$ cat config.mk
export PLATFORM = sky130hd
export DESIGN_NAME = tvc_cell
export DESIGN_NICKNAME = d
export VERILOG_FILES = /design/src/design/tvc_pkg.sv /design/src/design/tvc_cell.sv
export SDC_FILE = /design/constraint.sdc
export NUM_CORES = 1
export LEC_CHECK = 0
export BUFFER_PORTS_ARGS = -buffer_cell sky130_fd_sc_hd__buf_2
export CAP_MARGIN = 10
export CORE_AREA = 5 5 260 262
export DETAILED_ROUTE_END_ITERATION = 6
export DIE_AREA = 0 0 265 267
export SETUP_SLACK_MARGIN = 0.3
export SYNTH_ARGS = -nofsm -noshare
export SYNTH_HDL_FRONTEND = slang
export SYNTH_SLANG_ARGS = --single-unit
$ cat constraint.sdc
create_clock -name clock -period 0.8 [get_ports clock]
set_clock_uncertainty 0.2 [all_clocks]
set_input_delay 0.08 -clock clock [delete_from_list [all_inputs] [get_ports clock]]
set_output_delay 0.08 -clock clock [all_outputs]
set_load 0.05 [all_outputs]
$ cat src/design/tvc_pkg.sv
// ----------------------------------------------------------------------------
// tvc_pkg
// Types and constants shared by the verdict cache modules.
// ----------------------------------------------------------------------------
package tvc_pkg;

   localparam int VERDICT_COUNT   = 8;
   localparam int MAX_TTL_SECONDS = 86400;
   localparam logic [23:0] TICKS_PER_SECOND = 24'd10000000;
   localparam logic [62:0] TIME_MAX = {63{1'b1}};
   localparam logic [8:0]  REMOVED_MAX = 9'd511;

   typedef enum logic [2:0] {
      OP_LOOKUP     = 3'd0,
      OP_INSERT     = 3'd1,
      OP_REMOVE     = 3'd2,
      OP_INVALIDATE = 3'd3,
      OP_SWEEP      = 3'd4,
      OP_CLEAR      = 3'd5
   } op_type;

   typedef enum logic [1:0] {
      STATUS_OK      = 2'd0,
      STATUS_VERDICT = 2'd1,
      STATUS_FULL    = 2'd2
   } status_type;

   typedef enum logic [0:0] {
      REG_ENABLE      = 1'b0,
      REG_DEFAULT_TTL = 1'b1
   } reg_index_type;

   typedef enum logic [2:0] {
      ST_IDLE,
      ST_PREP,
      ST_EXPIRY,
      ST_SCAN,
      ST_FILL,
      ST_DONE
   } state_type;

   typedef struct packed {
      logic        valid;
      logic [31:0] volume_serial;
      logic [63:0] file_id;
      logic [63:0] file_size;
      logic [63:0] write_time;
      logic [7:0]  verdict;
      logic [7:0]  threat_score;
      logic [62:0] expiry;
      logic [31:0] hits;
   } entry_type;

   typedef struct packed {
      logic        enabled;
      logic [16:0] default_ttl;
   } cfg_type;

endpackage

$ cat src/design/tvc_cell.sv
// ----------------------------------------------------------------------------
// tvc_cell
// One entry slot of the rotating entry ring.
// ----------------------------------------------------------------------------
module tvc_cell
   import tvc_pkg::*;
(
   input  logic      clock,
   input  logic      reset,
   input  logic      shift,
   input  entry_type d,
   output entry_type q
);

   entry_type entry_ff;

   always_ff @(posedge clock) begin
      if (shift) begin
         entry_ff <= d;
      end
      if (reset) begin
         entry_ff.valid <= 1'b0;
      end
   end

   assign q = entry_ff;

endmodule

# ---- Yosys cells after proc, flatten, opt, wreduce, memory -nomap -nowiden
# Cells that the tools add are included.
dict set report totals {
  latch_bits 0
  mem_bits_ro 0
  ram_bits 0
  memories 0
  word_cells 9
  out_inout_bits 336
  reg_bits 336
}
dict set report classes {
  shift 0
  n_addsub 0
  eq_ne 0
  magnitude_cmp 0
  muxes 0
  n_div 0
  n_mul 0
  n_reduce_logical 0
  bitwise 0
}

# ---- Logic depth before layout (Yosys ltp)
dict set report logic_depth {
  word_depth 0
  ltp_mapped 2
}

# ---- Least setup slack after synthesis
# No wires, ideal clock.
dict set report synth_path {
  path_type {reg2reg}
  from {register, netlist name q[335]}
  to {register entry_ff (netlist bit q[335])}
  setup_ns 0.065
  path_buffers 0
  arrival_ns 0.817
  setup_slack_ns -0.282
  stages_incl_launch_ff 3
  cell_sequence {dfxtp_1 > mux2i_1 > nor2_1}
}
# item line_no
set synth_rtl {}
lappend synth_rtl {{to (decl)} tvc_cell.sv:15} ;# entry_type entry_ff;

# ---- Final worst setup path
dict set report layout_path {
  from {register entry_ff (netlist bit q[159])}
  to {output q[159] (netlist name)}
}
# item line_no
set layout_rtl {}
lappend layout_rtl {{to (decl)} tvc_cell.sv:12} ;# output entry_type q
# No word-level cell between the ends.

==> results by group <==
Critical path
  • WS Path Type: flip-flop to output port
  • CP Data Required Time: 0.52 ns
  • Buffer and inverter count on the worst path: 1
  • Critical path's top delay family: flip-flops
  • Type of origin of the critical path: flip-flop
  • Worst path cell trace: buf_12
  • Crit path max-delay cell type: edfxtp_1
  • Worst EP arrival: 1.17 ns
  • CP Max Fanout: 1
  • Setup crit end kind: output port
  • Max incr delay on CP: 0.46 ns

Clock network
  • Number of H-tree levels: 2
  • Worst skew pair latency: 0.53 ns
  • CTS Buffer Depth: 3
  • Clk slew on worst S/H paths: 0.06 ns
  • Root buffer cell: clkbuf_16
  • CTS buffer count: 36
  • Clock sinks: 336
  • CTS tree: done

Logic synthesis
  • Syn Inst Count: 338
  • Seq/Total Area, Yosys: 0.9986
  • Syn nets: 677
  • Netlist cell types: 4
  • Yosys warns: 0
  • Yosys reg bits: 336
  • Syn avg cell area: 29.86 sq um
  • Netlist Area Pre-Place: 10,090 sq um

Status
  • Failing checks: hold timing, setup timing
  • Status: complete, but fails checks

Timing
  • Setup Viol. Count Final: 337
  • RSZ-0062 raised after global routing: yes
  • TNS Setup: -189.53 ns
  • Fin. Hold Viols: 383
  • Max Transition Viols Final: 0
  • Max-slew headroom: 0.8765
  • Final hold slack: -0.4943 ns
  • Tcrit/Tclk final: 1.819
  • Worst-Margin Slew: 0.1857 ns
  • Final WS setup: -0.6549 ns
  • Min cycle time layout: 1.455 ns
  • Max frequency: 687.3 MHz

Drt
  • Routed vias/inst: 3.292
  • Routed wire length: 36,850 um
  • Drt first-iter violations: 265
  • DR pass1 iterations: 4
  • Total number of vias: 6,662
  • Drt wl/cell: 18.20 um
  • Routed Antenna Nets: 0
  • Number of remaining DRC errors: 0

Die
  • Num rows: 94
  • Ports: 675
  • Die W: 265 um
  • Die Ht: 267 um
  • Core ar.: 65,160 sq um
  • DIE AREA: 70,760 sq um
  • Starting Density: 0.1549

Final layout
  • Max reg flops: 336
  • Fillers: 6,320
  • Fin util: 0.3032
  • Area grow syn2layout: 95.70%
  • Design area: 19,750 sq um
  • Post-route non-filler standard cell count: 2,024
  • Fraction of layout cells with a size suffix above 1: 0.6986
  • # nets final: 1,471

Worst hold path
  • HP Class: primary input to flip-flop

Global route
  • First-pass GRT wire length: 48,890 um
  • Antenna violations before repair: 10
  • Largest net degree at the start of global routing: 16
  • GRT Util Overall: 0.09407
  • GRT overflow: 0
  • Vias in the first global route: 7,312

Place
  • Pre-CTS setup slack: -0.3368 ns
  • Area post-placement: 15,610 sq um
  • Routability cong.: 0.8497
  • Placed Cells: 1,917
  • Buffers on Ports: 674
  • Post-DP HPWL: 26,910 um

Power and ir drop
  • P_leak: 8.117 nW
  • VDD IR-drop max: 0.001818 V
  • Power per cell area: 2436 nW/um^2
  • Total power: 48.11 mW

Job
  • Number of max-cap violations: 0
-- synth_stat cells, drive strengths merged --
library cell  instances  share of area
edfxtp              335            1.0
dfxtp                 1         0.0020
mux2i                 1        0.00099
nor2                  1        0.00037
-- where the power goes --
group	leakage (nW)	total, mW	switching (mW)	internal, mW
clock	0.547	16.0	6.55	9.41
sequential	3.29	21.7	0.763	21.0
combinational	4.28	10.4	6.32	4.09
-- worst register-to-register path, delay by kind of cell, from the launching register on --
kind / cells / cell delay [ns]
flops: 1 / 0.35
buf+inv: 1 / 0.11
mux: 1 / 0.11
simple gates: 1 / 0.06
-- layer usage --
layer / part of all wire / global-route usage
met5: 0.0020 / 0
met4: 0.030 / 0.03538
met3: 0.13 / 0.04886
met2: 0.50 / 0.1595
met1: 0.35 / 0.1004
-- final cells by class --
type	instances	area [sq um]	area share
antenna	2	5.005	0.0002534
clock buffer	42	944.7	0.04782
clock inverter	22	186.4	0.009438
multi-input combinational	2	13.76	0.0006968
sequential	336	10080	0.5105
tap	864	1081	0.05473
timing repair buffer	756	7438	0.3766
-- kinds of logic (layout without fill, tap and decap cells) --
| kind of cell | count (synthesis) | after routing | synth area share |
|---|---|---|---|
| flops | 336 | 336 | 0.9986 |
| mux | 1 | 1 | 0.0009917 |
| simple gates | 1 | 1 | 0.0003715 |
| other cells | 0 | 2 | 0 |
| buf+inv | 0 | 820 | 0 |
-- placed cells by master (no fill, tap or decap) --
cell type and instances:
buf_4 3, buf_8 30, dfxtp_4 1, clkbuf_16 53, nor2_1 1, clkbuf_1 5, mux2i_1 1, buf_6 299
buf_16 12, bufinv_16 3, edfxtp_1 335, diode_2 2, clkinv_1 7, clkinv_2 8, clkinvlp_4 4, buf_2 337
buf_12 59
-- timing repair --
action                     4_1_cts  5_1_grt
cloned                           8       16
pin swaps                        1        1
setup endpoints to repair      508      590
setup buffers                   11        6
hold endpoints to repair       495      501
gates resized for setup        607       72
-- final timing paths --
kind                            start             endpoint  slack, ns  cells past startpoint
hold / removal                  reset  q[335]$_SDFFE_PP0P_      -0.49                      2
setup / recovery     q[159]$_DFFE_PP_               q[159]      -0.65                      1
setup reg to reg  q[335]$_SDFFE_PP0P_  q[335]$_SDFFE_PP0P_      -0.14                      3
hold reg to reg   q[335]$_SDFFE_PP0P_  q[335]$_SDFFE_PP0P_       0.44                      3
(Power assumes the default switching activity.)
