<file path="src/design/tvc_pkg.sv">
// ----------------------------------------------------------------------------
// tvc_pkg
// Types and constants shared by the verdict cache modules.
// ----------------------------------------------------------------------------
package tvc_pkg;

   localparam int VERDICT_COUNT   = 8;
   localparam int MAX_TTL_SECONDS = 86400;
   localparam logic [23:0] TICKS_PER_SECOND = 24'd10000000;
   localparam logic [62:0] TIME_MAX = {63{1'b1}};
   localparam logic [8:0]  REMOVED_MAX = 9'd511;

   typedef enum logic [2:0] {
      OP_LOOKUP     = 3'd0,
      OP_INSERT     = 3'd1,
      OP_REMOVE     = 3'd2,
      OP_INVALIDATE = 3'd3,
      OP_SWEEP      = 3'd4,
      OP_CLEAR      = 3'd5
   } op_type;

   typedef enum logic [1:0] {
      STATUS_OK      = 2'd0,
      STATUS_VERDICT = 2'd1,
      STATUS_FULL    = 2'd2
   } status_type;

   typedef enum logic [0:0] {
      REG_ENABLE      = 1'b0,
      REG_DEFAULT_TTL = 1'b1
   } reg_index_type;

   typedef enum logic [2:0] {
      ST_IDLE,
      ST_PREP,
      ST_EXPIRY,
      ST_SCAN,
      ST_FILL,
      ST_DONE
   } state_type;

   typedef struct packed {
      logic        valid;
      logic [31:0] volume_serial;
      logic [63:0] file_id;
      logic [63:0] file_size;
      logic [63:0] write_time;
      logic [7:0]  verdict;
      logic [7:0]  threat_score;
      logic [62:0] expiry;
      logic [31:0] hits;
   } entry_type;

   typedef struct packed {
      logic        enabled;
      logic [16:0] default_ttl;
   } cfg_type;

endpackage

</file>
<file path="src/design/tvc_csr.sv">
// ----------------------------------------------------------------------------
// tvc_csr
// APB-style configuration registers: enable and default lifetime.
// ----------------------------------------------------------------------------
module tvc_csr
   import tvc_pkg::*;
(
   input  logic        clock,
   input  logic        reset,
   input  logic        csr_psel,
   input  logic        csr_penable,
   input  logic        csr_pwrite,
   input  logic [2:0]  csr_paddr,
   input  logic [31:0] csr_pwdata,
   output logic [31:0] csr_prdata,
   output logic        csr_pready,
   output cfg_type     cfg
);

   logic        enabled_ff;
   logic [16:0] dttl_ff;
   logic        wr;

   assign wr = csr_psel && csr_penable && csr_pwrite;

   always_ff @(posedge clock) begin
      if (reset) begin
         enabled_ff <= 1'b1;
         dttl_ff    <= 17'd300;
      end else if (wr) begin
         if (csr_paddr[2] == REG_ENABLE) begin
            enabled_ff <= csr_pwdata[0];
         end else begin
            dttl_ff <= csr_pwdata[16:0];
         end
      end
   end

   always_comb begin
      if (csr_paddr[2] == REG_ENABLE) begin
         csr_prdata = {31'd0, enabled_ff};
      end else begin
         csr_prdata = {15'd0, dttl_ff};
      end
   end

   assign csr_pready  = 1'b1;
   assign cfg.enabled     = enabled_ff;
   assign cfg.default_ttl = dttl_ff;

endmodule

</file>
<file path="config.mk">
export PLATFORM = sky130hd
export DESIGN_NAME = tvc_csr
export DESIGN_NICKNAME = d
export VERILOG_FILES = /design/src/design/tvc_pkg.sv /design/src/design/tvc_csr.sv
export SDC_FILE = /design/constraint.sdc
export NUM_CORES = 1
export LEC_CHECK = 0
export BUFFER_PORTS_ARGS = -buffer_cell sky130_fd_sc_hd__buf_2
export CORE_MARGIN = 4
export CORE_UTILIZATION = 34
export DETAILED_ROUTE_END_ITERATION = 10
export PLACE_DENSITY = 0.81
export SETUP_SLACK_MARGIN = 0.5
export SYNTH_ARGS = -nofsm -noshare
export SYNTH_HDL_FRONTEND = slang
export SYNTH_SLANG_ARGS = --single-unit
</file>
<file path="constraint.sdc">
create_clock -name clock -period 0.9 [get_ports clock]
set_input_delay 0.18 -clock clock [delete_from_list [all_inputs] [get_ports clock]]
set_output_delay 0.18 -clock clock [all_outputs]
set_load 0.01 [all_outputs]
</file>
Word-level counts from Yosys, hierarchy flattened
Index checks and enable logic that the tools add are counted.
{"block": "totals", "latchBits": 0, "mem_count": 0, "ff_bits": 18, "elab_cells": 8, "rom_bits": 0, "ramBits": 0}
{"block": "op_classes", "n_reduce_logical": 4, "n_mux": 1, "multipliers": 0, "order_cmp": 0, "n_shift": 0, "eq_ne": 0, "add_sub_neg": 0, "n_div": 0, "bitwise": 1}
{"operator": "17-bit two-way mux", "count": 1}
{"operator": "2-bit AND reduction", "count": 2}
{"operator": "1-bit logical AND", "count": 2}
{"operator": "1-bit NOT", "count": 1}

Logic depth before layout (Yosys ltp)
{"block": "depth", "word_depth": 3, "mapped_depth": 4, "ltp_nobuf": 2}

Worst setup path after synthesis
No wires, ideal clock.
{"block": "synth_timing", "path_type": "input port to flip-flop", "start": "input port csr_pwrite", "end": "register dttl_ff[2]", "arrival_ps": 810, "path_stages": 4, "path_buffers": 2, "t_required_ps": 828, "slack_ps": 19, "cell_sequence": "and4_1 -> buf_6 -> buf_12 -> mux2i_1"}
{"block": "synth_via", "elab_chain_cells": 2}
{"item": "start: declaration", "line": "tvc_csr.sv:12", "rtl": "input logic csr_pwrite,"}
{"item": "1-bit logical AND", "line": "tvc_csr.sv:24", "rtl": "assign wr = csr_psel && csr_penable && csr_pwrite;"}
{"item": "2-bit AND reduction (no line)"}
{"item": "end signal: assignment", "line": "tvc_csr.sv:34", "rtl": "dttl_ff <= csr_pwdata[16:0];"}
{"item": "end: declaration", "line": "tvc_csr.sv:21", "rtl": "logic [16:0] dttl_ff;"}
Every way passes these cells.
A chain may end at the register's enable or synchronous reset.

Worst setup path in the final report
{"block": "layout_timing", "start": "register enabled_ff", "end": "output port csr_prdata[0]"}
{"block": "layout_via", "elab_chain_cells": 1}
{"item": "start: declaration", "line": "tvc_csr.sv:20", "rtl": "logic enabled_ff;"}
{"item": "start signal: assignment", "line": "tvc_csr.sv:32", "rtl": "enabled_ff <= csr_pwdata[0];"}
{"item": "17-bit two-way mux", "line": "tvc_csr.sv:40", "rtl": "if (csr_paddr[2] == REG_ENABLE) begin"}
{"item": "end: declaration", "line": "tvc_csr.sv:15", "rtl": "output logic [31:0] csr_prdata,"}
Every way passes these cells.

==> flow_summary.toml <==
[route]
vias_per_cell = 4.15
drc = 0
wire_per_inst_um = 12.9
first_iter_violations = 19
routed_wl_mm = 3.13
postRouteAntennaNets = 0
dr_total_vias = 1004
drtPass1Iterations = 4

[finish]
area_delta_synth_final_pct = 92.7
final_common_cell = "buf_6"
final_cell_mix = "61 x buf_6, 21 x nand2b_1, 18 x mux2i_1"
drive_gt1_share_pct = 67.2
antenna_cells = 0
num-fill-cells = 224
nets = 239
utilization_pct = 67.7
fin_cells = 242

[run]
maxCapViolCount = 0

[yosys]
ys_seq_area_share_pct = 33.9
ys_types = 15
yosysWarningCount = 0
syn_area_um2 = 1060
avgSynthCellArea_um2 = 9.09
synthCells = 117
synth-seq-cells = 18

[timing]
fin_ws_ps = -289
holdWs_ps = 134
fmax_ghz = 0.841
hold_violations = 0
finalCritPeriodShare_pct = 132
setup_viol = 35
finClkSkew_ps = 0
min_period_ps = 1190
finalMaxSlewViolations = 0
rsz0062_at_grt = "true"

[grt]
grt_util_all_layers_pct = 13.3
grt_use_met1_pct = 15.5
grt_max_degree = 37
grt_overflow_total = 0
grt_pass1_wl_mm = 4.34
grt_pass1_vias = 929
antenna_found_initial = 0
met2_usage_pct = 24.1
use_met3_pct = 2.64
grt.busiest_layer = "met2"

[die]
fp.dieW_um = 63.9
boundaryPins = 91
floorplan.initialDensity_pct = 35.1
die-area_um2 = 4090
core.rowCount = 20
dieHeight_um = 63.9
core_um2 = 3030

[placed_design]
gp_congestion = 0.645
dp_worst_setup_slack_ps = -108
place_hpwl_mm = 1.75
port-buffer-count = 57
dp.cells = 212

[cts]
tritoncts = "built"
cts_root_buf = "clkbuf_4"
cts_max_path_buffers = 2
numCtsBuffers = 3
clk_latency_ps = 280
clk_pin_slew_worst_paths_ps = 100
holdBufCountCts = 0
cts_num_sinks = 18
htreeDepth = 1

[worst_setup_path]
r2r_end = "enabled_ff$_SDFFE_PP1P_"
crit_start = "enabled_ff$_SDFFE_PP1P_"
required_ps = 720
cp.arrival_ps = 1010
r2r-start = "enabled_ff$_SDFFE_PP1P_"
worstPathMaxFanout = 2
critPathCapture = "csr_prdata[0]"
critPathKind = "reg2out"
end_kind = "output port"
start_kind = "flop"
reg2reg_slack_ps = 80
r2r_cells = 4

[min_path]
hold_start = "csr_pwdata[12]"
hold_path_class = "in2reg"

[power_and_ir_drop]
ir_drop_mv = 0.541
power_per_cell_area_nw_per_um2 = 857
p_leak_nw = 0.952

[outcome]
violations = "setup timing"
status = "finished, violations left"
[critical path, stage by stage (launching register included)]
cell and delay [ps]:
dfxtp_2 340, mux2_4 270, buf_6 120
[registers in the layout, indices dropped and copies added, names as in the netlist]
register,cells
enabled_ff,1
dttl_ff,17
[Yosys cell counts, drive strengths merged]
cell | instances | area, um^2
and2 | 16 | 108
and4 | 1 | 8.76
buf | 20 | 164
clkbuf | 4 | 15.0
conb | 2 | 7.51
dfxtp | 18 | 360
mux2 | 1 | 11.3
mux2i | 18 | 180
nand2b | 26 | 163
nand4b | 1 | 8.76
nor2 | 10 | 37.5
[worst min path at each step]
stage,to,cells past startpoint
detailed placement,dttl_ff[16]$_SDFFE_PP0P_,3
CTS,dttl_ff[16]$_SDFFE_PP0P_,3
floorplan,dttl_ff[10]$_SDFFE_PP0P_,2
finish,dttl_ff[12]$_SDFFE_PP0P_,3
global placement,dttl_ff[8]$_SDFFE_PP1P_,3
global route,dttl_ff[15]$_SDFFE_PP0P_,3
[layout make-up]
class / count / area (um^2) / area share, %
Timing Repair Buffer: 87 / 912 / 44.5
Multi-Input combinational cell: 89 / 661 / 32.2
Sequential cell: 18 / 385 / 18.8
Tap cell: 44 / 55.1 / 2.69
Clock buffer: 4 / 36.3 / 1.77
[routing by layer]
| layer | part of all wire, % | wire [um] | vias to the layer above |
|---|---|---|---|
| met1 | 40 | 1260 | 463 |
| li1 | - | - | 500 |
| met3 | 5.7 | 179 | 2 |
| met2 | 53 | 1670 | 39 |
| met5 | 0 | 0 | - |
| met4 | 0.38 | 12 | 0 |
[where the power goes]
group | leakage [nW] | internal [mW] | switching [mW] | total (mW)
clock | 0.0210 | 0.246 | 0.243 | 0.489
combinational | 0.781 | 0.261 | 0.175 | 0.436
sequential | 0.150 | 0.815 | 0.0166 | 0.831
total | 0.952 | 1.32 | 0.435 | 1.76
[cells by family (layout without fill, tap and decap cells)]
family / after synthesis / in the layout / synth area share (%)
mux: 19 / 19 / 18.0
other cells: 2 / 16 / 0.706
buf+inv: 24 / 91 / 16.8
flops: 18 / 18 / 33.9
simple gates: 54 / 54 / 30.6
[metrics by stage]
| step | total power [mW] | TNS [ps] | area, um^2 |
|---|---|---|---|
| 6_report | 1.76 | -4880 | 2050 |
| 5_1_grt | 1.84 | -6140 | 2050 |
| 4_1_cts | 1.73 | -4040 | 1810 |
| 3_5_place_dp | 1.13 | -2170 | 1370 |
| 3_3_place_gp | 1.12 | -2030 | 1370 |
| 2_1_floorplan | 1.09 | 0 | 1200 |
[timing repair]
| item | 4_1_cts | 5_1_grt |
|---|---|---|
| pin swaps | 1 | 1 |
| gates resized for setup | 61 | 25 |
| setup buffers | 7 | 17 |
| endpoints found under the setup margin | 53 | 53 |
| cloned | 2 | 0 |
No activity file was read; power rests on OpenSTA's default activity.
